$ cat src/rtl/core/bearing_angle_atan2_defines.svh
// ---------------------------------------------------------------------------
// Bearing angle assertion macros
// Concurrent assertion wrappers for the bearing angle core. They compile to
// nothing when SYNTHESIS is defined.
// ---------------------------------------------------------------------------
`ifndef BEARING_ANGLE_ATAN2_DEFINES_SVH
`define BEARING_ANGLE_ATAN2_DEFINES_SVH
`ifndef SYNTHESIS
// Same-cycle implication, checked on every rising edge outside reset.
`define BAT_ASSERT_IMP(label, clk, rst_n, ante, cons, msg) \
  label: assert property (@(posedge clk) disable iff (!rst_n) (ante) |-> (cons)) \
    else $error(msg);
// Next-cycle implication, checked on every rising edge outside reset.
`define BAT_ASSERT_NXT(label, clk, rst_n, ante, cons, msg) \
  label: assert property (@(posedge clk) disable iff (!rst_n) (ante) |=> (cons)) \
    else $error(msg);
`else
`define BAT_ASSERT_IMP(label, clk, rst_n, ante, cons, msg)
`define BAT_ASSERT_NXT(label, clk, rst_n, ante, cons, msg)
`endif
`endif

$ cat src/rtl/core/bat_pkg.sv
// ---------------------------------------------------------------------------
// Bearing angle package
// Shared widths, types and the elaboration-time arctangent table builder.
// ---------------------------------------------------------------------------
`default_nettype none

package bat_pkg;

  localparam int COORD_WIDTH_DEF   = 32;
  localparam int ANGLE_WIDTH_DEF   = 16;
  localparam int CORDIC_STAGES_DEF = 16;

  // Internal angles are fractions of a turn, one turn = 2^TURN_BITS.
  localparam int TURN_BITS = 48;
  // The larger magnitude is normalized so that its top bit lands here.
  localparam int NORM_TOP  = 59;
  localparam int CORDIC_W  = 63;

  localparam logic [63:0] TWO_PI_Q60 = 64'h6487ED5110B4611A;

  typedef logic [TURN_BITS-1:0]       turn_t;
  typedef logic signed [CORDIC_W-1:0] cword_t;

  typedef struct packed {
    logic dx_zero;
    logic dy_zero;
    logic dx_neg;
    logic dy_neg;
  } bat_case_t;

  // Restoring long division, used only while building constants.
  function automatic logic [63:0] udiv64(input logic [63:0] num, input logic [63:0] den);
    logic [63:0] rem;
    logic [63:0] quo;
    rem = '0;
    quo = '0;
    for (int b = 63; b >= 0; b--) begin
      rem = {rem[62:0], num[b]};
      if (rem >= den) begin
        rem    = rem - den;
        quo[b] = 1'b1;
      end
    end
    return quo;
  endfunction

  // atan(2^-idx) in turn units: truncating series in Q60, then long
  // division by 2*pi, one quotient bit per step.
  function automatic turn_t atan_turns(input int unsigned idx);
    logic [63:0] rad;
    logic [63:0] q;
    logic [63:0] term;
    int unsigned sh;
    logic        done;
    rad  = '0;
    q    = '0;
    term = '0;
    sh   = 0;
    done = 1'b0;
    if (idx == 0) begin
      q = 64'd1 << (TURN_BITS - 3);
    end else begin
      for (int k = 0; k < 64; k++) begin
        sh = idx * 32'(2 * k + 1);
        if (sh >= 61) begin
          done = 1'b1;
        end
        if (!done) begin
          term = udiv64(64'd1 << (60 - sh), 64'(2 * k + 1));
          if (k[0]) begin
            rad = rad - term;
          end else begin
            rad = rad + term;
          end
        end
      end
      for (int b = 0; b < TURN_BITS; b++) begin
        rad = rad << 1;
        q   = q << 1;
        if (rad >= TWO_PI_Q60) begin
          rad  = rad - TWO_PI_Q60;
          q[0] = 1'b1;
        end
      end
    end
    return q[TURN_BITS-1:0];
  endfunction

endpackage

`default_nettype wire

$ cat src/rtl/core/bat_norm.sv
// ---------------------------------------------------------------------------
// Bearing angle normalizer
// Pipelined leading-zero normalization of the magnitude pair: each stage
// tries one power-of-two shift, largest first, so the larger magnitude ends
// with its top bit at the top of the word.
// ---------------------------------------------------------------------------
`default_nettype none

module bat_norm #(
  parameter int COORD_WIDTH = bat_pkg::COORD_WIDTH_DEF
) (
  input  logic                   clk,
  input  logic                   rst_n,
  input  logic                   in_valid,
  output logic                   in_ready,
  input  logic [COORD_WIDTH-1:0] in_ax,
  input  logic [COORD_WIDTH-1:0] in_ay,
  input  bat_pkg::bat_case_t     in_case,
  output logic                   out_valid,
  input  logic                   out_ready,
  output logic [COORD_WIDTH-1:0] out_ax,
  output logic [COORD_WIDTH-1:0] out_ay,
  output bat_pkg::bat_case_t     out_case
);

  localparam int NSTEPS = $clog2(COORD_WIDTH);

  logic [COORD_WIDTH-1:0] ax_s [0:NSTEPS];
  logic [COORD_WIDTH-1:0] ay_s [0:NSTEPS];
  bat_pkg::bat_case_t     cs_s [0:NSTEPS];
  logic [NSTEPS:0]        v_s;
  logic [NSTEPS:0]        rdy_s;

  assign v_s[0]        = in_valid;
  assign ax_s[0]       = in_ax;
  assign ay_s[0]       = in_ay;
  assign cs_s[0]       = in_case;
  assign rdy_s[NSTEPS] = out_ready;
  assign in_ready      = rdy_s[0];

  for (genvar t = 0; t < NSTEPS; t++) begin : g_step
    localparam int SH = 1 << (NSTEPS - 1 - t);

    logic                   v_r;
    logic                   en;
    logic                   hit;
    logic [COORD_WIDTH-1:0] m;
    logic [COORD_WIDTH-1:0] ax_nxt, ay_nxt, ax_r, ay_r;
    bat_pkg::bat_case_t     cs_r;

    assign en         = !v_r || rdy_s[t+1];
    assign rdy_s[t]   = en;
    assign m          = ax_s[t] | ay_s[t];
    assign hit        = (m[COORD_WIDTH-1 -: SH] == '0);
    assign ax_nxt     = hit ? (ax_s[t] << SH) : ax_s[t];
    assign ay_nxt     = hit ? (ay_s[t] << SH) : ay_s[t];

    always_ff @(posedge clk) begin
      if (!rst_n) begin
        v_r <= 1'b0;
      end else if (en) begin
        v_r <= v_s[t];
      end
    end

    always_ff @(posedge clk) begin
      if (en) begin
        ax_r <= ax_nxt;
        ay_r <= ay_nxt;
        cs_r <= cs_s[t];
      end
    end

    assign v_s[t+1]  = v_r;
    assign ax_s[t+1] = ax_r;
    assign ay_s[t+1] = ay_r;
    assign cs_s[t+1] = cs_r;
  end

  assign out_valid = v_s[NSTEPS];
  assign out_ax    = ax_s[NSTEPS];
  assign out_ay    = ay_s[NSTEPS];
  assign out_case  = cs_s[NSTEPS];

endmodule

`default_nettype wire

$ cat config.mk
export PLATFORM = sky130hd
export DESIGN_NAME = bat_norm
export DESIGN_NICKNAME = d
export VERILOG_FILES = /design/src/rtl/core/bearing_angle_atan2_defines.svh /design/src/rtl/core/bat_pkg.sv /design/src/rtl/core/bat_norm.sv
export SDC_FILE = /design/constraint.sdc
export NUM_CORES = 1
export LEC_CHECK = 0
export ABC_AREA = 1
export BUFFER_PORTS_ARGS = -buffer_cell sky130_fd_sc_hd__buf_2
export CAP_MARGIN = 10
export CORE_ASPECT_RATIO = 0.9
export CORE_MARGIN = 1.5
export CORE_UTILIZATION = 35
export DETAILED_ROUTE_END_ITERATION = 12
export PLACE_DENSITY = 0.54
export SLEW_MARGIN = 30
export SYNTH_ARGS = -nofsm -noshare
export SYNTH_HDL_FRONTEND = slang
export SYNTH_SLANG_ARGS = --single-unit
$ cat constraint.sdc
create_clock -name clk -period 7.19 [get_ports clk]
set_clock_uncertainty 0.1 [all_clocks]
set_input_delay 1.438 -clock clk [delete_from_list [all_inputs] [get_ports clk]]
set_output_delay 1.438 -clock clk [all_outputs]
set_load 0.005 [all_outputs]
==> reports/results.ini <==
[worst_setup_path]
worstPathRequired_ps=5650
cp_max_fo=70
crit_chain=buf_2 -> inv_1 -> nand4_1 -> buf_4 -> nor2_1 -> nand2_2 -> buf_2
reg2reg_depth=5
start_kind=input pin
critPathKind=in -> out
arrival_ps=2790
crit_path_end_kind=output pin
crit_slowest_cell=buf_4
path_common_cell=buf_2
max_stage_delay_ps=640

[clock_network]
cts.sinks=345
hold_buffers=0
cts.clk_slew.worst_paths_ps=60
cts-resized-gates=0
post_cts_buffers=0
clk_latency_ps=500
numCtsBuffers=38
h-tree-depth=2
clockBufferDepth=3
root_buffer=clkbuf_16
cts_tree=done

[timing]
fmax_ghz=0.231
finalHoldViolations=0
slew_headroom=0.428
drv_slew=0
finalWorstSetupSlack_ps=2860
tightest_slew_ps=858
post-route-min-period_ps=4330
setup_viol=0
fin_setup_tns_ps=0
fin_crit_sh=0.602
rsz0062_at_grt=no

[route]
dr_wl_met2_um=10700
maxUsedRoutingLayer=met4
detail-route-antenna-nets=0
routed_via_density=4.31
routedLengthMet1_um=14500
first_iter_violations=576
vias=8552
drt-total-wl_um=27100
wl_per_cell_um=13.7
drc=0
met3_length_um=1310
first_pass_iters=5

[floorplan]
die_area_um2=41900
die_x_um=216
die_h_um=194
start_util=0.358
row_count=69
ios=142
core_region_area_um2=39800

[synth]
ys_seq_area_frac=0.724
async_flop_share=0
yosysTopAreaCellShare=0.717
yosys-top-cells-count=396 x nand2_1, 340 x edfxtp_1, 185 x inv_1
synth.area.top_cells=edfxtp_1 72%, nand2_1 10%, inv_1 4.9%, o21ai_0 3.2%, nor2_1 3.0%
synth-edff-count=340
syn-cell-area_um2=14200
yosysWarnings=0
yosysTopAreaCell=edfxtp_1
synthCells=1293
yosysUniqueCellTypes=21
synth_flop_cell=edfxtp_1
syn_area_per_cell_um2=11.0
ys_seq_elements=345
yosysMostFrequentCell=nand2_1
mappedNetlistNets=1365

[power]
power-per-cell-area_nw_per_um2=270
finalPower_mw=4.49
leakage_nw=7.29
ir_drop_uv=164

[final_layout]
drive_above_1_share=0.152
post-route-util=0.418
final-instance-count-excl-fill=1984
syn_to_final_growth_pct=16.8
nets=1498
n_antenna_cell=0

[place]
gp_congestion=0.821
pre_cts_ws_ps=2780
portBuffers=141
dp_cells=1917
dp_hpwl_um=19600

[worst_hold_path]
holdPathStages=0
hold_path.class=reg -> reg

[flow_run]
cap_violations=0

[global_routing]
grt_max_degree=121
gr-total-overflow=0
grt_usage=0.131
grt_first_pass_wirelength_um=44500
grt_pass1_vias=8278
antenna_found_initial=0

[outcome]
status=completed

critical path: cells and delay by family:
family                 cells  cell delay [ps]
buffers and inverters      4              910
AND/OR/NAND/NOR            3              430
final cells by class:
class                           count  area, um2
Inverter                          187        702
Clock buffer                       46       1000
Timing Repair Buffer              153        812
Sequential cell                   345      10300
Fill cell                        3827      23200
Clock inverter                     20        205
Multi-Input combinational cell    701       2930
Tap cell                          532        666
metrics by stage:
| step | cell area (um2) | hold WS [ps] |
|---|---|---|
| final | 16600 | 316 |
| after global routing | 16600 | 323 |
| after CTS | 16600 | 318 |
| after detailed placement | 15400 | 305 |
| after global placement | 15400 | 303 |
| after floorplan | 14200 | 300 |
kinds of logic (layout without fill, tap and decap cells):
logic type      after synthesis  after routing  synth area share
compound gates              127            127            0.0450
buf+inv                     247            406            0.0716
flops                       345            345             0.724
mux                           2              2           0.00158
simple gates                572            572             0.158
worst paths after layout:
path	start	to	slack, ps
setup / recovery	out_ready	in_ready	2860
hold / removal	cs_s[14]	cs_s[10]	320
setup reg to reg	out_valid	cs_s[17]	4540
hold reg to reg	cs_s[14]	cs_s[10]	320
per-layer routing:
| layer | GRT usage | vias to the layer above |
|---|---|---|
| met5 | 0 | - |
| met4 | 0.0365 | 0 |
| met3 | 0.0211 | 41 |
| met2 | 0.182 | 217 |
| met1 | 0.207 | 3814 |
| li1 | - | 4480 |
layout by cell type, fill, tap and decap left out:
cell type	count
o21bai_1	2
clkinv_2	8
buf_12	1
clkinv_1	6
inv_2	2
inv_6	1
buf_6	1
clkbuf_16	39
nand4_1	8
clkbuf_1	7
mux2_2	2
buf_4	10
o21ai_0	91
bufinv_16	4
inv_1	184
a21oi_1	33
buf_2	141
nor2_2	3
edfxtp_1	340
nand3_1	48
nor2_4	2
clkinv_4	2
nand2_1	393
dfxtp_1	5
nand2_2	3
nor2_1	114
o21ai_1	1
nand3_4	1
registers in the layout, summed over array words and instances (netlist names):
signal,flops
out_ay,32
g_step.v_r,4
out_case,4
g_step.ax_r,128
out_valid,1
out_ax,32
g_step.ay_r,128
cs_s,16
power breakdown:
group | switching [mW] | internal [mW]
clock | 0.742 | 1.14
sequential | 0.0516 | 2.35
combinational | 0.126 | 0.0890
total | 0.920 | 3.57
(Power assumes the default switching activity.)
