`config.mk`:
```
export PLATFORM = sky130hd
export DESIGN_NAME = bat_back
export DESIGN_NICKNAME = d
export VERILOG_FILES = /design/src/rtl/core/bearing_angle_atan2_defines.svh /design/src/rtl/core/bat_pkg.sv /design/src/rtl/core/bat_back.sv
export SDC_FILE = /design/constraint.sdc
export NUM_CORES = 1
export LEC_CHECK = 0
export BUFFER_PORTS_ARGS = -buffer_cell sky130_fd_sc_hd__buf_4
export CELL_PAD_IN_SITES_DETAIL_PLACEMENT = 1
export CELL_PAD_IN_SITES_GLOBAL_PLACEMENT = 1
export CORE_UTILIZATION = 45
export DETAILED_ROUTE_END_ITERATION = 8
export PLACE_DENSITY_LB_ADDON = 0.1
export SYNTH_ARGS = -nofsm -noshare
export SYNTH_HDL_FRONTEND = slang
export SYNTH_SLANG_ARGS = --single-unit
```
`constraint.sdc`:
```
create_clock -name clk -period 3 [get_ports clk]
set_clock_uncertainty 0.2 [all_clocks]
set_input_delay 0.15 -clock clk [delete_from_list [all_inputs] [get_ports clk]]
set_output_delay 0.15 -clock clk [all_outputs]
set_load 0.02 [all_outputs]
```
`src/rtl/core/bearing_angle_atan2_defines.svh`:
```
// ---------------------------------------------------------------------------
// Bearing angle assertion macros
// Concurrent assertion wrappers for the bearing angle core. They compile to
// nothing when SYNTHESIS is defined.
// ---------------------------------------------------------------------------
`ifndef BEARING_ANGLE_ATAN2_DEFINES_SVH
`define BEARING_ANGLE_ATAN2_DEFINES_SVH
`ifndef SYNTHESIS
// Same-cycle implication, checked on every rising edge outside reset.
`define BAT_ASSERT_IMP(label, clk, rst_n, ante, cons, msg) \
  label: assert property (@(posedge clk) disable iff (!rst_n) (ante) |-> (cons)) \
    else $error(msg);
// Next-cycle implication, checked on every rising edge outside reset.
`define BAT_ASSERT_NXT(label, clk, rst_n, ante, cons, msg) \
  label: assert property (@(posedge clk) disable iff (!rst_n) (ante) |=> (cons)) \
    else $error(msg);
`else
`define BAT_ASSERT_IMP(label, clk, rst_n, ante, cons, msg)
`define BAT_ASSERT_NXT(label, clk, rst_n, ante, cons, msg)
`endif
`endif

```
`src/rtl/core/bat_pkg.sv`:
```
// ---------------------------------------------------------------------------
// Bearing angle package
// Shared widths, types and the elaboration-time arctangent table builder.
// ---------------------------------------------------------------------------
`default_nettype none

package bat_pkg;

  localparam int COORD_WIDTH_DEF   = 32;
  localparam int ANGLE_WIDTH_DEF   = 16;
  localparam int CORDIC_STAGES_DEF = 16;

  // Internal angles are fractions of a turn, one turn = 2^TURN_BITS.
  localparam int TURN_BITS = 48;
  // The larger magnitude is normalized so that its top bit lands here.
  localparam int NORM_TOP  = 59;
  localparam int CORDIC_W  = 63;

  localparam logic [63:0] TWO_PI_Q60 = 64'h6487ED5110B4611A;

  typedef logic [TURN_BITS-1:0]       turn_t;
  typedef logic signed [CORDIC_W-1:0] cword_t;

  typedef struct packed {
    logic dx_zero;
    logic dy_zero;
    logic dx_neg;
    logic dy_neg;
  } bat_case_t;

  // Restoring long division, used only while building constants.
  function automatic logic [63:0] udiv64(input logic [63:0] num, input logic [63:0] den);
    logic [63:0] rem;
    logic [63:0] quo;
    rem = '0;
    quo = '0;
    for (int b = 63; b >= 0; b--) begin
      rem = {rem[62:0], num[b]};
      if (rem >= den) begin
        rem    = rem - den;
        quo[b] = 1'b1;
      end
    end
    return quo;
  endfunction

  // atan(2^-idx) in turn units: truncating series in Q60, then long
  // division by 2*pi, one quotient bit per step.
  function automatic turn_t atan_turns(input int unsigned idx);
    logic [63:0] rad;
    logic [63:0] q;
    logic [63:0] term;
    int unsigned sh;
    logic        done;
    rad  = '0;
    q    = '0;
    term = '0;
    sh   = 0;
    done = 1'b0;
    if (idx == 0) begin
      q = 64'd1 << (TURN_BITS - 3);
    end else begin
      for (int k = 0; k < 64; k++) begin
        sh = idx * 32'(2 * k + 1);
        if (sh >= 61) begin
          done = 1'b1;
        end
        if (!done) begin
          term = udiv64(64'd1 << (60 - sh), 64'(2 * k + 1));
          if (k[0]) begin
            rad = rad - term;
          end else begin
            rad = rad + term;
          end
        end
      end
      for (int b = 0; b < TURN_BITS; b++) begin
        rad = rad << 1;
        q   = q << 1;
        if (rad >= TWO_PI_Q60) begin
          rad  = rad - TWO_PI_Q60;
          q[0] = 1'b1;
        end
      end
    end
    return q[TURN_BITS-1:0];
  endfunction

endpackage

`default_nettype wire

```
`src/rtl/core/bat_back.sv`:
```
// ---------------------------------------------------------------------------
// Bearing angle back end
// Clamps the first-quadrant angle, maps it to the full circle from difference
// signs and zero flags and rounds it to the output width in the output register.
// ---------------------------------------------------------------------------
`default_nettype none

module bat_back #(
  parameter int ANGLE_WIDTH = bat_pkg::ANGLE_WIDTH_DEF
) (
  input  logic                   clk,
  input  logic                   rst_n,
  input  logic                   in_valid,
  output logic                   in_ready,
  input  bat_pkg::turn_t         in_z,
  input  bat_pkg::bat_case_t     in_case,
  output logic                   out_valid,
  input  logic                   out_ready,
  output logic [ANGLE_WIDTH-1:0] out_bearing
);

  localparam int             TB      = bat_pkg::TURN_BITS;
  localparam bat_pkg::turn_t QUARTER = bat_pkg::turn_t'(1) << (TB - 2);
  localparam bat_pkg::turn_t HALF    = bat_pkg::turn_t'(1) << (TB - 1);
  localparam bat_pkg::turn_t RND     = bat_pkg::turn_t'(1) << (TB - ANGLE_WIDTH - 1);

  logic                   va_r, vb_r, vc_r;
  logic                   ena, enb, enc;
  bat_pkg::turn_t         a_nxt, a_r, z_nxt, z_r, zsum;
  bat_pkg::bat_case_t     csa_r;
  logic [ANGLE_WIDTH-1:0] bearing_nxt, bearing_r;

  assign enc      = !vc_r || out_ready;
  assign enb      = !vb_r || enc;
  assign ena      = !va_r || enb;
  assign in_ready = ena;

  // A slightly negative accumulator clamps to zero, an overshoot to a quarter turn.
  always_comb begin
    if (in_z[TB-1]) begin
      a_nxt = '0;
    end else if (in_z > QUARTER) begin
      a_nxt = QUARTER;
    end else begin
      a_nxt = in_z;
    end
  end

  always_comb begin
    priority if (csa_r.dx_zero && csa_r.dy_zero) begin
      z_nxt = '0;
    end else if (csa_r.dx_zero) begin
      z_nxt = csa_r.dy_neg ? (HALF + QUARTER) : QUARTER;
    end else if (csa_r.dy_zero) begin
      z_nxt = csa_r.dx_neg ? HALF : '0;
    end else if (!csa_r.dx_neg && !csa_r.dy_neg) begin
      z_nxt = a_r;
    end else if (!csa_r.dy_neg) begin
      z_nxt = HALF - a_r;
    end else if (csa_r.dx_neg) begin
      z_nxt = HALF + a_r;
    end else begin
      z_nxt = '0 - a_r;
    end
  end

  // Round half up; a full turn wraps to zero with the carry.
  assign zsum        = z_r + RND;
  assign bearing_nxt = zsum[TB-1 -: ANGLE_WIDTH];

  always_ff @(posedge clk) begin
    if (!rst_n) begin
      va_r <= 1'b0;
      vb_r <= 1'b0;
      vc_r <= 1'b0;
    end else begin
      if (ena) begin
        va_r <= in_valid;
      end
      if (enb) begin
        vb_r <= va_r;
      end
      if (enc) begin
        vc_r <= vb_r;
      end
    end
  end

  always_ff @(posedge clk) begin
    if (ena) begin
      a_r   <= a_nxt;
      csa_r <= in_case;
    end
    if (enb) begin
      z_r <= z_nxt;
    end
    if (enc) begin
      bearing_r <= bearing_nxt;
    end
  end

  assign out_valid   = vc_r;
  assign out_bearing = bearing_r;

endmodule

`default_nettype wire

```
==> metrics <==
TritonRoute pass-1 iters=4; Avg Cell Area, Syn=13.4 um^2; DRT iter0 DRCs=145; clk sinks=87; full die area=9080 um^2; CP Launch Type=input port; Ports=74; PortBufs=73; setup violators final=0; Final min period=2.74 ns; Slew Limit Fails=0; die outline height=95.3 um; critical path class=in2reg; Worst-path clk slew=0.10 ns; worst min path class=in2reg; Place WS=0.494 ns; CTS Root Cell=clkbuf_8; Netlist cell types=40; DP HPWL=5720 um; Setup TNS Final=0 ns; WP data arrival=2.76 ns; antenna diode count=0; Max FO, Critical Path=46; Worst Tran Pin Value=0.876 ns; vias in the first global route=3,199; nets=486; Clock Tree Buf Depth=2; gr usage total=25.4%; status=finished clean; cell row count=33; VDD IR max=0.245 mV; GP Congestion=0.812; Critical Path, Cell by Cell=dlygate4sd3_1 -> buf_4 -> nor4_1 -> nand4_1 -> o32ai_4 -> buf_4 -> and2_1; Vias/cell=5.37; pwr dens=500 nW/um^2; die width=95.3 um; Crit-path slowest cell=nor4_1; first-pass GRT wire length=16,500 um; crit path buf inv count=3; WHS=0.0444 ns; Core ar.=8300 um^2; setup ws final=0.261 ns; warnings from Yosys=0; #FFs+latches synth=87; Synth top area share=64.4%; Synth area leader=edfxtp_1; share of layout cells above drive strength 1=22.6%; routed len/inst=19.4 um; crit-path most repeated cell=buf_4; Max Clock Freq=0.365 GHz; final wirelength=10,500 um; grt total ovfl=0; CTS tree=built; LEAKAGE=2.21 nW; crit end category=flop; cell count after synthesis=292; largest net degree at the start of global routing=47; fin crit share=91.3%; main area contributors after synthesis=edfxtp_1 (64%), and2_1 (7.5%), nor4_1 (3.2%); crit-path leading delay family=simple AND/OR/NAND/NOR gates; post-synthesis sequential area ratio=65.9%; DRT antenna net count=0; Final Hold Fails=0; CP peak stage delay=0.66 ns; vias=2,894; RSZ-0062 raised after global routing=no; clock buffer count from CTS=9; # Max-Cap Violations=0; cell area after synthesis=3920 um^2; Initial Utilization=47.2%; Remaining DRCs=0; initial antenna violation count=0; Worst-Skew Late Latency=0.37 ns; syn nets=349; Area Overhead vs Synth=36.9%; htree depth=3; CP Data Required Time=3.02 ns; Slew Limit Headroom=41.4%
cells by family (layout without fill, tap and decap cells):
logic type / after synthesis / after routing / synth area share [%]
AND/OR/NAND/NOR: 137 / 137 / 20.4
flip-flops: 87 / 87 / 65.9
AO/OA/AOI/OAI: 27 / 27 / 5.40
XOR/XNOR: 27 / 27 / 6.04
buffers and inverters: 11 / 153 / 1.41
multiplexers: 2 / 2 / 0.511
adder cells (fa/ha/maj): 1 / 1 / 0.319
cell usage after synthesis, drive strengths merged:
cell type	count
or3	8
o2bb2ai	1
a21boi	1
o31ai	4
or2	2
and2	47
and3	3
a21oi	6
o32ai	1
xor2	14
a2111o	1
nand2b	1
ha	1
xnor2	13
nor3b	1
o41ai	5
nand4	5
o21ai	5
mux2i	2
inv	4
nand2	11
buf	2
nand3b	1
dfxtp	3
nor4	21
nand3	9
nor2b	4
nand4b	1
edfxtp	84
clkbuf	5
nor2	14
and4	4
a31oi	2
nor3	5
o21a	1
routing by layer:
layer  track usage, %  vias to the layer above  share of wire [%]
met5                0                        -                  0
li1                 -                     1370                  -
met2             46.0                      104                 53
met4             11.7                        0                3.3
met1             27.7                     1396                 39
met3             6.14                       24                4.8
metrics by stage:
step	total power, mW	instances	utilization (%)	cell area, um^2
2_1_floorplan	1.60	292	-	3920
3_3_place_gp	1.72	468	55.4	4600
3_5_place_dp	1.74	468	55.4	4600
4_1_cts	2.65	539	64.6	5360
5_1_grt	2.77	539	64.6	5360
6_report	2.68	539	64.6	5360
registers in the layout (all words and copies together) (netlist names):
signal,cells
a_r,47
z_r,17
out_bearing,16
csa_r,4
out_valid,1
va_r,1
vb_r,1
power by group:
part / switching [mW] / internal (mW) / total, mW
clock network: 0.433 / 0.467 / 0.900
registers: 0.0385 / 1.40 / 1.44
logic: 0.164 / 0.184 / 0.348
area by class of cell:
type / instances / area [um^2]
timing repair buffer: 133 / 1140
inverter: 4 / 15.0
clock buffer: 10 / 128
sequential: 87 / 2580
fill: 803 / 2940
clock inverter: 6 / 85.1
tap: 105 / 131
multi-input combinational: 194 / 1280
layout by cell type, fill, tap and decap left out, drive strengths merged, types with 2 or more instances in the layout:
cell,instances
a31oi,2
o31ai,4
dlygate4sd3,55
nand3,9
edfxtp,84
and2,47
inv,4
buf,78
nor2b,4
clkinv,3
mux2i,2
xnor2,13
or2,2
bufinv,2
dfxtp,3
a21oi,6
and4,4
nor4,21
o41ai,5
nand2,11
o21ai,5
nor3,5
nor2,14
and3,3
clkbuf,10
or3,8
xor2,14
nand4,5
timing repair:
item                       CTS  global route
gates resized for setup      0             0
hold buffers                55             0
hold endpoints to repair    54             0
setup endpoints to repair    0             0
setup buffers                0             0
worst reg2reg max path, stage by stage (launching register included):
cell and delay [ns]:
edfxtp_1 0.42, nor4_1 0.31, nand4_1 0.15, buf_4 0.22
nor4_1 0.67, nand3_1 0.15, o2bb2ai_1 0.15
worst paths after layout:
path | start | endpoint | slack [ns] | depth (start not counted)
min reg2reg | va_r | vb_r | 0.35 | 2
max | in_z[26] | a_r[38] | 0.26 | 7
max reg2reg | a_r[30] | z_r[47] | 0.48 | 6
min | in_z[46] | a_r[46] | 0.04 | 2
(Power assumes the default switching activity.)
