**src/rtl/core/bearing_angle_atan2_defines.svh**
```systemverilog
// ---------------------------------------------------------------------------
// Bearing angle assertion macros
// Concurrent assertion wrappers for the bearing angle core. They compile to
// nothing when SYNTHESIS is defined.
// ---------------------------------------------------------------------------
`ifndef BEARING_ANGLE_ATAN2_DEFINES_SVH
`define BEARING_ANGLE_ATAN2_DEFINES_SVH
`ifndef SYNTHESIS
// Same-cycle implication, checked on every rising edge outside reset.
`define BAT_ASSERT_IMP(label, clk, rst_n, ante, cons, msg) \
  label: assert property (@(posedge clk) disable iff (!rst_n) (ante) |-> (cons)) \
    else $error(msg);
// Next-cycle implication, checked on every rising edge outside reset.
`define BAT_ASSERT_NXT(label, clk, rst_n, ante, cons, msg) \
  label: assert property (@(posedge clk) disable iff (!rst_n) (ante) |=> (cons)) \
    else $error(msg);
`else
`define BAT_ASSERT_IMP(label, clk, rst_n, ante, cons, msg)
`define BAT_ASSERT_NXT(label, clk, rst_n, ante, cons, msg)
`endif
`endif

```
**src/rtl/core/bat_pkg.sv**
```systemverilog
// ---------------------------------------------------------------------------
// Bearing angle package
// Shared widths, types and the elaboration-time arctangent table builder.
// ---------------------------------------------------------------------------
`default_nettype none

package bat_pkg;

  localparam int COORD_WIDTH_DEF   = 32;
  localparam int ANGLE_WIDTH_DEF   = 16;
  localparam int CORDIC_STAGES_DEF = 16;

  // Internal angles are fractions of a turn, one turn = 2^TURN_BITS.
  localparam int TURN_BITS = 48;
  // The larger magnitude is normalized so that its top bit lands here.
  localparam int NORM_TOP  = 59;
  localparam int CORDIC_W  = 63;

  localparam logic [63:0] TWO_PI_Q60 = 64'h6487ED5110B4611A;

  typedef logic [TURN_BITS-1:0]       turn_t;
  typedef logic signed [CORDIC_W-1:0] cword_t;

  typedef struct packed {
    logic dx_zero;
    logic dy_zero;
    logic dx_neg;
    logic dy_neg;
  } bat_case_t;

  // Restoring long division, used only while building constants.
  function automatic logic [63:0] udiv64(input logic [63:0] num, input logic [63:0] den);
    logic [63:0] rem;
    logic [63:0] quo;
    rem = '0;
    quo = '0;
    for (int b = 63; b >= 0; b--) begin
      rem = {rem[62:0], num[b]};
      if (rem >= den) begin
        rem    = rem - den;
        quo[b] = 1'b1;
      end
    end
    return quo;
  endfunction

  // atan(2^-idx) in turn units: truncating series in Q60, then long
  // division by 2*pi, one quotient bit per step.
  function automatic turn_t atan_turns(input int unsigned idx);
    logic [63:0] rad;
    logic [63:0] q;
    logic [63:0] term;
    int unsigned sh;
    logic        done;
    rad  = '0;
    q    = '0;
    term = '0;
    sh   = 0;
    done = 1'b0;
    if (idx == 0) begin
      q = 64'd1 << (TURN_BITS - 3);
    end else begin
      for (int k = 0; k < 64; k++) begin
        sh = idx * 32'(2 * k + 1);
        if (sh >= 61) begin
          done = 1'b1;
        end
        if (!done) begin
          term = udiv64(64'd1 << (60 - sh), 64'(2 * k + 1));
          if (k[0]) begin
            rad = rad - term;
          end else begin
            rad = rad + term;
          end
        end
      end
      for (int b = 0; b < TURN_BITS; b++) begin
        rad = rad << 1;
        q   = q << 1;
        if (rad >= TWO_PI_Q60) begin
          rad  = rad - TWO_PI_Q60;
          q[0] = 1'b1;
        end
      end
    end
    return q[TURN_BITS-1:0];
  endfunction

endpackage

`default_nettype wire

```
**src/rtl/core/bat_front.sv**
```systemverilog
// ---------------------------------------------------------------------------
// Bearing angle front end
// Two stages: full-width coordinate differences, then magnitudes and the
// sign and zero flags that later select the quadrant.
// ---------------------------------------------------------------------------
`default_nettype none

module bat_front #(
  parameter int COORD_WIDTH = bat_pkg::COORD_WIDTH_DEF
) (
  input  logic                          clk,
  input  logic                          rst_n,
  input  logic                          in_valid,
  output logic                          in_ready,
  input  logic signed [COORD_WIDTH-1:0] target_y,
  input  logic signed [COORD_WIDTH-1:0] target_x,
  input  logic signed [COORD_WIDTH-1:0] origin_y,
  input  logic signed [COORD_WIDTH-1:0] origin_x,
  output logic                          out_valid,
  input  logic                          out_ready,
  output logic [COORD_WIDTH-1:0]        out_ax,
  output logic [COORD_WIDTH-1:0]        out_ay,
  output bat_pkg::bat_case_t            out_case
);

  localparam int DW = COORD_WIDTH + 1;

  logic                   v1_r, v2_r;
  logic                   en1, en2;
  logic [DW-1:0]          dx_nxt, dy_nxt, dx_r, dy_r;
  logic [DW-1:0]          ndx, ndy;
  logic [COORD_WIDTH-1:0] ax_nxt, ay_nxt, ax_r, ay_r;
  bat_pkg::bat_case_t     cs_nxt, cs_r;

  // Each stage loads when it is empty or its item moves on.
  assign en2      = !v2_r || out_ready;
  assign en1      = !v1_r || en2;
  assign in_ready = en1;

  assign dx_nxt = {target_x[COORD_WIDTH-1], target_x} - {origin_x[COORD_WIDTH-1], origin_x};
  assign dy_nxt = {target_y[COORD_WIDTH-1], target_y} - {origin_y[COORD_WIDTH-1], origin_y};

  // A difference never reaches 2^COORD_WIDTH in magnitude.
  assign ndx    = '0 - dx_r;
  assign ndy    = '0 - dy_r;
  assign ax_nxt = dx_r[DW-1] ? ndx[COORD_WIDTH-1:0] : dx_r[COORD_WIDTH-1:0];
  assign ay_nxt = dy_r[DW-1] ? ndy[COORD_WIDTH-1:0] : dy_r[COORD_WIDTH-1:0];

  always_comb begin
    cs_nxt.dx_zero = (dx_r == '0);
    cs_nxt.dy_zero = (dy_r == '0);
    cs_nxt.dx_neg  = dx_r[DW-1];
    cs_nxt.dy_neg  = dy_r[DW-1];
  end

  always_ff @(posedge clk) begin
    if (!rst_n) begin
      v1_r <= 1'b0;
      v2_r <= 1'b0;
    end else begin
      if (en1) begin
        v1_r <= in_valid;
      end
      if (en2) begin
        v2_r <= v1_r;
      end
    end
  end

  always_ff @(posedge clk) begin
    if (en1) begin
      dx_r <= dx_nxt;
      dy_r <= dy_nxt;
    end
    if (en2) begin
      ax_r <= ax_nxt;
      ay_r <= ay_nxt;
      cs_r <= cs_nxt;
    end
  end

  assign out_valid = v2_r;
  assign out_ax    = ax_r;
  assign out_ay    = ay_r;
  assign out_case  = cs_r;

endmodule

`default_nettype wire

```
**config.mk**
```make
export PLATFORM = sky130hd
export DESIGN_NAME = bat_front
export DESIGN_NICKNAME = d
export VERILOG_FILES = /design/src/rtl/core/bearing_angle_atan2_defines.svh /design/src/rtl/core/bat_pkg.sv /design/src/rtl/core/bat_front.sv
export SDC_FILE = /design/constraint.sdc
export NUM_CORES = 1
export LEC_CHECK = 0
export ABC_AREA = 1
export BUFFER_PORTS_ARGS = -buffer_cell sky130_fd_sc_hd__buf_4
export CAP_MARGIN = 25
export CORE_MARGIN = 2
export CORE_UTILIZATION = 30
export CTS_CLUSTER_DIAMETER = 40
export DETAILED_ROUTE_END_ITERATION = 8
export SETUP_SLACK_MARGIN = 0.1
export SLEW_MARGIN = 20
export SYNTH_ARGS = -nofsm -noshare
export SYNTH_HDL_FRONTEND = slang
export SYNTH_SLANG_ARGS = --single-unit
```
**constraint.sdc**
```tcl
create_clock -name clk -period 7.68 [get_ports clk]
set_input_delay 2.304 -clock clk [delete_from_list [all_inputs] [get_ports clk]]
set_output_delay 2.304 -clock clk [all_outputs]
set_load 0.02 [all_outputs]
```
==> results_tabular.tex, run 1 <==
\begin{tabular}{lr}
\hline
Metric & Value \\
\hline
\multicolumn{2}{l}{\textbf{Route}} \\
Iter 0 DRT Violations & 477 \\
Via count & 10.2k \\
Ratio of routed vias to standard cells & 4.25 \\
Length of the first detailed-routing pass in iterations & 5 \\
DRC violation count after routing & 0 \\
Total wirelength of the detailed-routed design & 30700 um \\
ANT nets after route & 0 \\
Mean routed wirelength per cell & 12.8 um \\
\multicolumn{2}{l}{\textbf{Global routing}} \\
Vias in the first global route & 9675 \\
Initial antenna violation count & 0 \\
Total congestion overflow & 0 \\
Maximum number of pins on one net before global-route repair & 70 \\
Global-route wire length before repair & 49100 um \\
Global-route total usage across every layer & 16.1\% \\
\multicolumn{2}{l}{\textbf{Flow run}} \\
Max-cap violations & 0 \\
\multicolumn{2}{l}{\textbf{Floorplan}} \\
Area of the die & 39200 um2 \\
Floorplan Core Area & 37400 um2 \\
\# IOs & 202 \\
Starting density of the core & 30.2\% \\
Standard-cell rows & 71 \\
Die height & 198 um \\
Floorplan die width & 198 um \\
\multicolumn{2}{l}{\textbf{CTS}} \\
Clock slew at reported path FFs & 60 ps \\
CTS max path bufs & 2 \\
Root Buffer & sky130\_fd\_sc\_hd\_\_clkbuf\_16 \\
Total setup buffers inserted after CTS & 0 \\
CTS Hold Buffers Added & 0 \\
Post-CTS sizing & 0 \\
Clock tree from TritonCTS & done \\
\# H-tree levels & 4 \\
Clock sink total & 136 \\
Number of buffers inserted during clock tree synthesis & 17 \\
Insertion delay to the later sink of the worst-skew pair & 420 ps \\
\multicolumn{2}{l}{\textbf{Yosys}} \\
Most area-hungry cell type in the Yosys netlist & sky130\_fd\_sc\_hd\_\_edfxtp\_1 \\
Synth Register Bits & 136 \\
Netlist Area Pre-Place & 11300 um2 \\
Seq/Total Area, Yosys & 36.0\% \\
Cells taking the most area after synthesis & sky130\_fd\_sc\_hd\_\_edfxtp\_1 36\%, sky130\_fd\_sc\_hd\_\_nand2\_1 20\%, sky130\_fd\_sc\_hd\_\_inv\_1 12\%, sky130\_fd\_sc\_hd\_\_ha\_1 7.3\%, sky130\_fd\_sc\_hd\_\_xor2\_1 5.0\% \\
Dominant synthesized flop cell & sky130\_fd\_sc\_hd\_\_edfxtp\_1 \\
Synthesized netlist net count & 1858 \\
Post-synth EDFFs & 134 \\
Library cells used by synthesis & 36 \\
Share of Yosys cell area claimed by the top area cell type & 35.6\% \\
Mapped Avg Cell Area & 6.82 um2 \\
Post-synth ARST share & 0\% \\
Number of warning messages in the yosys log & 0 \\
Synthesized netlist cell count & 1658 \\
\multicolumn{2}{l}{\textbf{Placement}} \\
Gpl congestion & 0.883 \\
Number of placed cells counting well taps & 2366 \\
HPWL after DPL & 26500 um \\
Port buffer count & 201 \\
\multicolumn{2}{l}{\textbf{Timing}} \\
Highest clock rate & 193 MHz \\
Setup TNS & 0 ps \\
Min Tclk post-route & 5180 ps \\
Worst Clk Skew & 7.62 ps \\
Count of final hold-check violations & 0 \\
Post-route clock period utilization & 67.4\% \\
Number of pins exceeding their max-slew limit in the final report & 0 \\
RSZ-0062 raised after global routing & no \\
Headroom to the max-slew limit & 41.7\% \\
Slew @ Worst Pin & 875 ps \\
Final setup viols & 0 \\
\multicolumn{2}{l}{\textbf{Final layout}} \\
Most frequent standard cell in the layout excluding fill and tap cells & sky130\_fd\_sc\_hd\_\_nand2\_1 \\
Most used cells in the layout excluding fill and tap cells & 600 x sky130\_fd\_sc\_hd\_\_nand2\_1, 371 x sky130\_fd\_sc\_hd\_\_inv\_1, 205 x sky130\_fd\_sc\_hd\_\_buf\_4 \\
Fraction of layout instances using a drive strength above 1 & 15.8\% \\
Area added between synthesis and finish & 24.7\% \\
Utilization after layout & 37.7\% \\
Nets & 2074 \\
Final non-filler cell total & 2398 \\
\# diodes & 0 \\
Filler cell count & 3974 \\
\multicolumn{2}{l}{\textbf{Worst setup path}} \\
Required time at the endpoint of the critical path & 5380 ps \\
Critical path capture point type & output pin \\
Crit path kind & input port to output pin \\
R2R Setup Slk & 5890 ps \\
Critical Path Source Type & input port \\
Arrival @ worst endpoint & 2870 ps \\
Launching instance or port of the critical path & out\_ready \\
Crit-path max FO & 5 \\
R2r startpoint & dx\_r[0] \\
\multicolumn{2}{l}{\textbf{Pwr}} \\
Worst IR Drop VDD & 0.145 mV \\
Total power divided by cell area & 226 nW/um2 \\
Overall power & 0.00318 W \\
Leakage power of the design & 7.79 nW \\
\multicolumn{2}{l}{\textbf{Status}} \\
Run status & finished, final reports clean \\
\multicolumn{2}{l}{\textbf{Hold path}} \\
Start point of the worst min-delay path & dx\_r[0] \\
Hold crit path type & register to register \\
\hline
\end{tabular}
## through the flow
stage / hold slack (ps) / worst slack (ps) / instance area [um2]
6_report: 472 / 2500 / 14100
3_3_place_gp: 442 / 2490 / 13500
5_1_grt: 501 / 2460 / 14100
4_1_cts: 482 / 2480 / 14100
2_1_floorplan: 421 / 1370 / 11300
3_5_place_dp: 464 / 2480 / 13500
## registers in the layout (all words and copies together), names as in the netlist
signal	count
out_case	4
v1_r	1
out_valid	1
out_ax	32
dx_r	33
out_ay	32
dy_r	33
## routing by layer
layer	global-route usage [%]	wire length, um	vias up
met5	0	0	-
met4	4.62	480	0
met3	2.03	1230	27
met2	23.5	12200	223
met1	24.4	16800	4452
li1	-	-	5482
## final cells by class
cell class                      count  area [um2]  share of cell area, %
Clock buffer                       18         429                   3.05
Inverter                          378        1420                   10.1
Multi-Input combinational cell   1136        5790                   41.1
Sequential cell                   136        4060                   28.9
Tap cell                          511         639                   4.54
Clock inverter                     14         205                   1.46
Timing Repair Buffer              205        1540                   10.9
## where the power goes
group	switching (W)	leakage, nW	total, W	internal [W]
Combinational	0.000700	6.04	0.00113	0.000428
Clock	0.000297	0.306	0.000869	0.000572
Sequential	0.000114	1.44	0.00119	0.00107
Total	0.00111	7.79	0.00318	0.00207
## worst paths after layout
kind | end | cells after the start
max | in_ready | 4
min | out_ax[0] | 0
max reg2reg | out_ax[18] | 8
min reg2reg | out_ax[0] | 0
## cell usage after synthesis (2+ instances only)
library cell / n
sky130_fd_sc_hd__a21o_1: 2
sky130_fd_sc_hd__a21oi_1: 45
sky130_fd_sc_hd__and2_1: 4
sky130_fd_sc_hd__buf_2: 6
sky130_fd_sc_hd__dfxtp_1: 2
sky130_fd_sc_hd__edfxtp_1: 134
sky130_fd_sc_hd__fa_1: 2
sky130_fd_sc_hd__ha_1: 66
sky130_fd_sc_hd__inv_1: 371
sky130_fd_sc_hd__inv_2: 7
sky130_fd_sc_hd__nand2_1: 601
sky130_fd_sc_hd__nand2_2: 25
sky130_fd_sc_hd__nand3_1: 84
sky130_fd_sc_hd__nand3_2: 9
sky130_fd_sc_hd__nand3b_1: 3
sky130_fd_sc_hd__nand4_1: 13
sky130_fd_sc_hd__nor2_1: 146
sky130_fd_sc_hd__nor2_2: 13
sky130_fd_sc_hd__nor2_4: 4
sky130_fd_sc_hd__nor3_1: 6
sky130_fd_sc_hd__o21ai_0: 15
sky130_fd_sc_hd__o21ai_1: 5
sky130_fd_sc_hd__o21ai_2: 3
sky130_fd_sc_hd__o21bai_1: 2
sky130_fd_sc_hd__o31ai_1: 2
sky130_fd_sc_hd__or2_1: 2
sky130_fd_sc_hd__xnor2_1: 13
sky130_fd_sc_hd__xor2_1: 65
## logic make-up after synthesis
group / count (synthesis) / share of synthesized area [%]
AO/OA/AOI/OAI: 77 / 3.71
XOR/XNOR: 78 / 6.05
adder cells (fa/ha/maj): 68 / 7.66
buffers and inverters: 386 / 12.9
flip-flops: 136 / 36.0
AND/OR/NAND/NOR: 913 / 33.7
## critical path, cell delays in order
cell	delay (ps)
sky130_fd_sc_hd__buf_4	110
sky130_fd_sc_hd__inv_1	110
sky130_fd_sc_hd__nand3_4	150
sky130_fd_sc_hd__buf_4	200
Note: power is estimated with default switching activity, not from simulation.
==> run 2: changes to the inputs <==
- clock period: 7.68 -> 4.6 ns (I/O delays scaled with it)
==> run 2 against run 1 <==
Net effect: clock power increased by 54%; total power increased by 63%; clock-buffer cell count unchanged; clock skew decreased by 1.9 ps; largest cell class unchanged.
==> results_tabular.tex, run 2 (synthesized netlist as in run 1, its figures left out) <==
\begin{tabular}{lr}
\hline
Metric & Value \\
\hline
\multicolumn{2}{l}{\textbf{Worst setup path}} \\
Crit path kind & input port to output pin \\
Required time at the endpoint of the critical path & 3220 ps \\
Arrival @ worst endpoint & 1980 ps \\
Critical Path Source Type & input port \\
Crit-path max FO & 7 \\
Critical path capture point type & output pin \\
\multicolumn{2}{l}{\textbf{Route}} \\
Ratio of routed vias to standard cells & 4.27 \\
Via count & 10.2k \\
Total wirelength of the detailed-routed design & 30800 um \\
Max layer used & met4 \\
Routed wl met2 & 12500 um \\
Routed metal-1 wire length & 16600 um \\
Iter 0 DRT Violations & 533 \\
DR WL met3 & 1260 um \\
ANT nets after route & 0 \\
Mean routed wirelength per cell & 12.9 um \\
DRC violation count after routing & 0 \\
Length of the first detailed-routing pass in iterations & 5 \\
\multicolumn{2}{l}{\textbf{Pwr}} \\
Fraction of power consumed by the clock network & 25.7\% \\
Leakage power of the design & 7.76 nW \\
Share of power burned in combinational logic & 35.7\% \\
P\_sw & 0.00186 W \\
Sequential share of power & 38.6\% \\
Worst IR Drop VDD & 0.238 mV \\
Total power divided by cell area & 371 nW/um2 \\
Internal & 0.00335 W \\
Switching portion of total power & 35.7\% \\
\multicolumn{2}{l}{\textbf{Final layout}} \\
Fraction of layout instances using a drive strength above 1 & 15.9\% \\
Nets & 2073 \\
Registers with the most flip-flops & dx\_r (33), dy\_r (33) \\
Most frequent standard cell in the layout excluding fill and tap cells & sky130\_fd\_sc\_hd\_\_nand2\_1 \\
Area added between synthesis and finish & 24.2\% \\
Filler cell count & 3978 \\
Most used cells in the layout excluding fill and tap cells & 600 x sky130\_fd\_sc\_hd\_\_nand2\_1, 371 x sky130\_fd\_sc\_hd\_\_inv\_1, 204 x sky130\_fd\_sc\_hd\_\_buf\_4 \\
Final non-filler cell total & 2397 \\
\# diodes & 0 \\
Post-route design area & 14000 um2 \\
\multicolumn{2}{l}{\textbf{Global routing}} \\
Total congestion overflow & 0 \\
Initial antenna violation count & 0 \\
Maximum number of pins on one net before global-route repair & 63 \\
Vias in the first global route & 9719 \\
Global-route wire length before repair & 49200 um \\
Global-route total usage across every layer & 16.0\% \\
\multicolumn{2}{l}{\textbf{Timing}} \\
Count of final hold-check violations & 0 \\
Slew @ Worst Pin & 894 ps \\
RSZ-0062 raised after global routing & no \\
WHS & 478 ps \\
Min Tclk post-route & 3360 ps \\
Post-route clock period utilization & 73.1\% \\
Number of pins exceeding their max-slew limit in the final report & 0 \\
Headroom to the max-slew limit & 40.4\% \\
Setup TNS & 0 ps \\
Final setup viols & 0 \\
Worst Clk Skew & 5.73 ps \\
Final Worst Setup Slack & 1240 ps \\
Highest clock rate & 298 MHz \\
\multicolumn{2}{l}{\textbf{Floorplan}} \\
Starting density of the core & 30.2\% \\
Floorplan die width & 198 um \\
\# IOs & 202 \\
Floorplan Core Area & 37400 um2 \\
Die height & 198 um \\
Area of the die & 39200 um2 \\
Standard-cell rows & 71 \\
\multicolumn{2}{l}{\textbf{CTS}} \\
\# H-tree levels & 4 \\
CTS max path bufs & 2 \\
Post-CTS sizing & 0 \\
Root Buffer & sky130\_fd\_sc\_hd\_\_clkbuf\_16 \\
Total setup buffers inserted after CTS & 0 \\
Clock sink total & 136 \\
Insertion delay to the later sink of the worst-skew pair & 420 ps \\
Number of buffers inserted during clock tree synthesis & 17 \\
Clock slew at reported path FFs & 50 ps \\
Clock tree from TritonCTS & done \\
CTS Hold Buffers Added & 0 \\
\multicolumn{2}{l}{\textbf{Flow run}} \\
Max-cap violations & 0 \\
\multicolumn{2}{l}{\textbf{Hold path}} \\
Hold crit path type & register to register \\
\multicolumn{2}{l}{\textbf{Placement}} \\
Port buffer count & 201 \\
DP Worst Slack & 1220 ps \\
Post-DP Area & 13400 um2 \\
Gpl congestion & 0.891 \\
HPWL after DPL & 26600 um \\
Number of placed cells counting well taps & 2365 \\
\multicolumn{2}{l}{\textbf{Status}} \\
Run status & finished, final reports clean \\
\hline
\end{tabular}
run 2: final timing paths:
path                                 from         to  slack (ps)  cells past startpoint
worst max-delay path            out_ready   in_ready        1240                      4
worst min-delay path              dx_r[0]  out_ax[0]         480                      0
worst max register to register   dx_r[32]  out_ax[5]        2470                      3
worst min register to register    dx_r[0]  out_ax[0]         480                      0
run 2: area by class of cell:
type / count / area (um2) / share of cell area [%]
inverters: 378 / 1420 / 10.1
clock buffers: 18 / 429 / 3.06
multi-input cells: 1136 / 5790 / 41.3
well taps: 511 / 639 / 4.56
flip-flops and latches: 136 / 4060 / 29.0
repair buffers: 204 / 1530 / 10.9
clock inverters: 14 / 158 / 1.12
run 2: routing by layer:
layer,GRT usage (%),vias to the layer above
met5,0,-
met1,24.4,4499
met3,1.94,34
met2,23.6,222
li1,-,5475
met4,4.34,0
run 2: power by group through the flow:
stage | combinational [W] | sequential (W) | clock [W]
2_1_floorplan | 0.000899 | 0.00223 | 0
3_3_place_gp | 0.00185 | 0.00204 | 0
3_5_place_dp | 0.00187 | 0.00204 | 0
4_1_cts | 0.00188 | 0.00202 | 0.00137
5_1_grt | 0.00207 | 0.00205 | 0.00142
6_report | 0.00186 | 0.00201 | 0.00134
run 2: critical path, stage by stage:
cell                      delay [ps]
sky130_fd_sc_hd__buf_4           110
sky130_fd_sc_hd__inv_1           110
sky130_fd_sc_hd__nand3_4         170
sky130_fd_sc_hd__buf_4           210
run 2: stage by stage:
stage	util, %	total power, W
finish	37.5	0.00520
global route	37.5	0.00554
CTS	37.5	0.00527
detailed placement	35.9	0.00391
global placement	35.9	0.00389
floorplan	-	0.00312
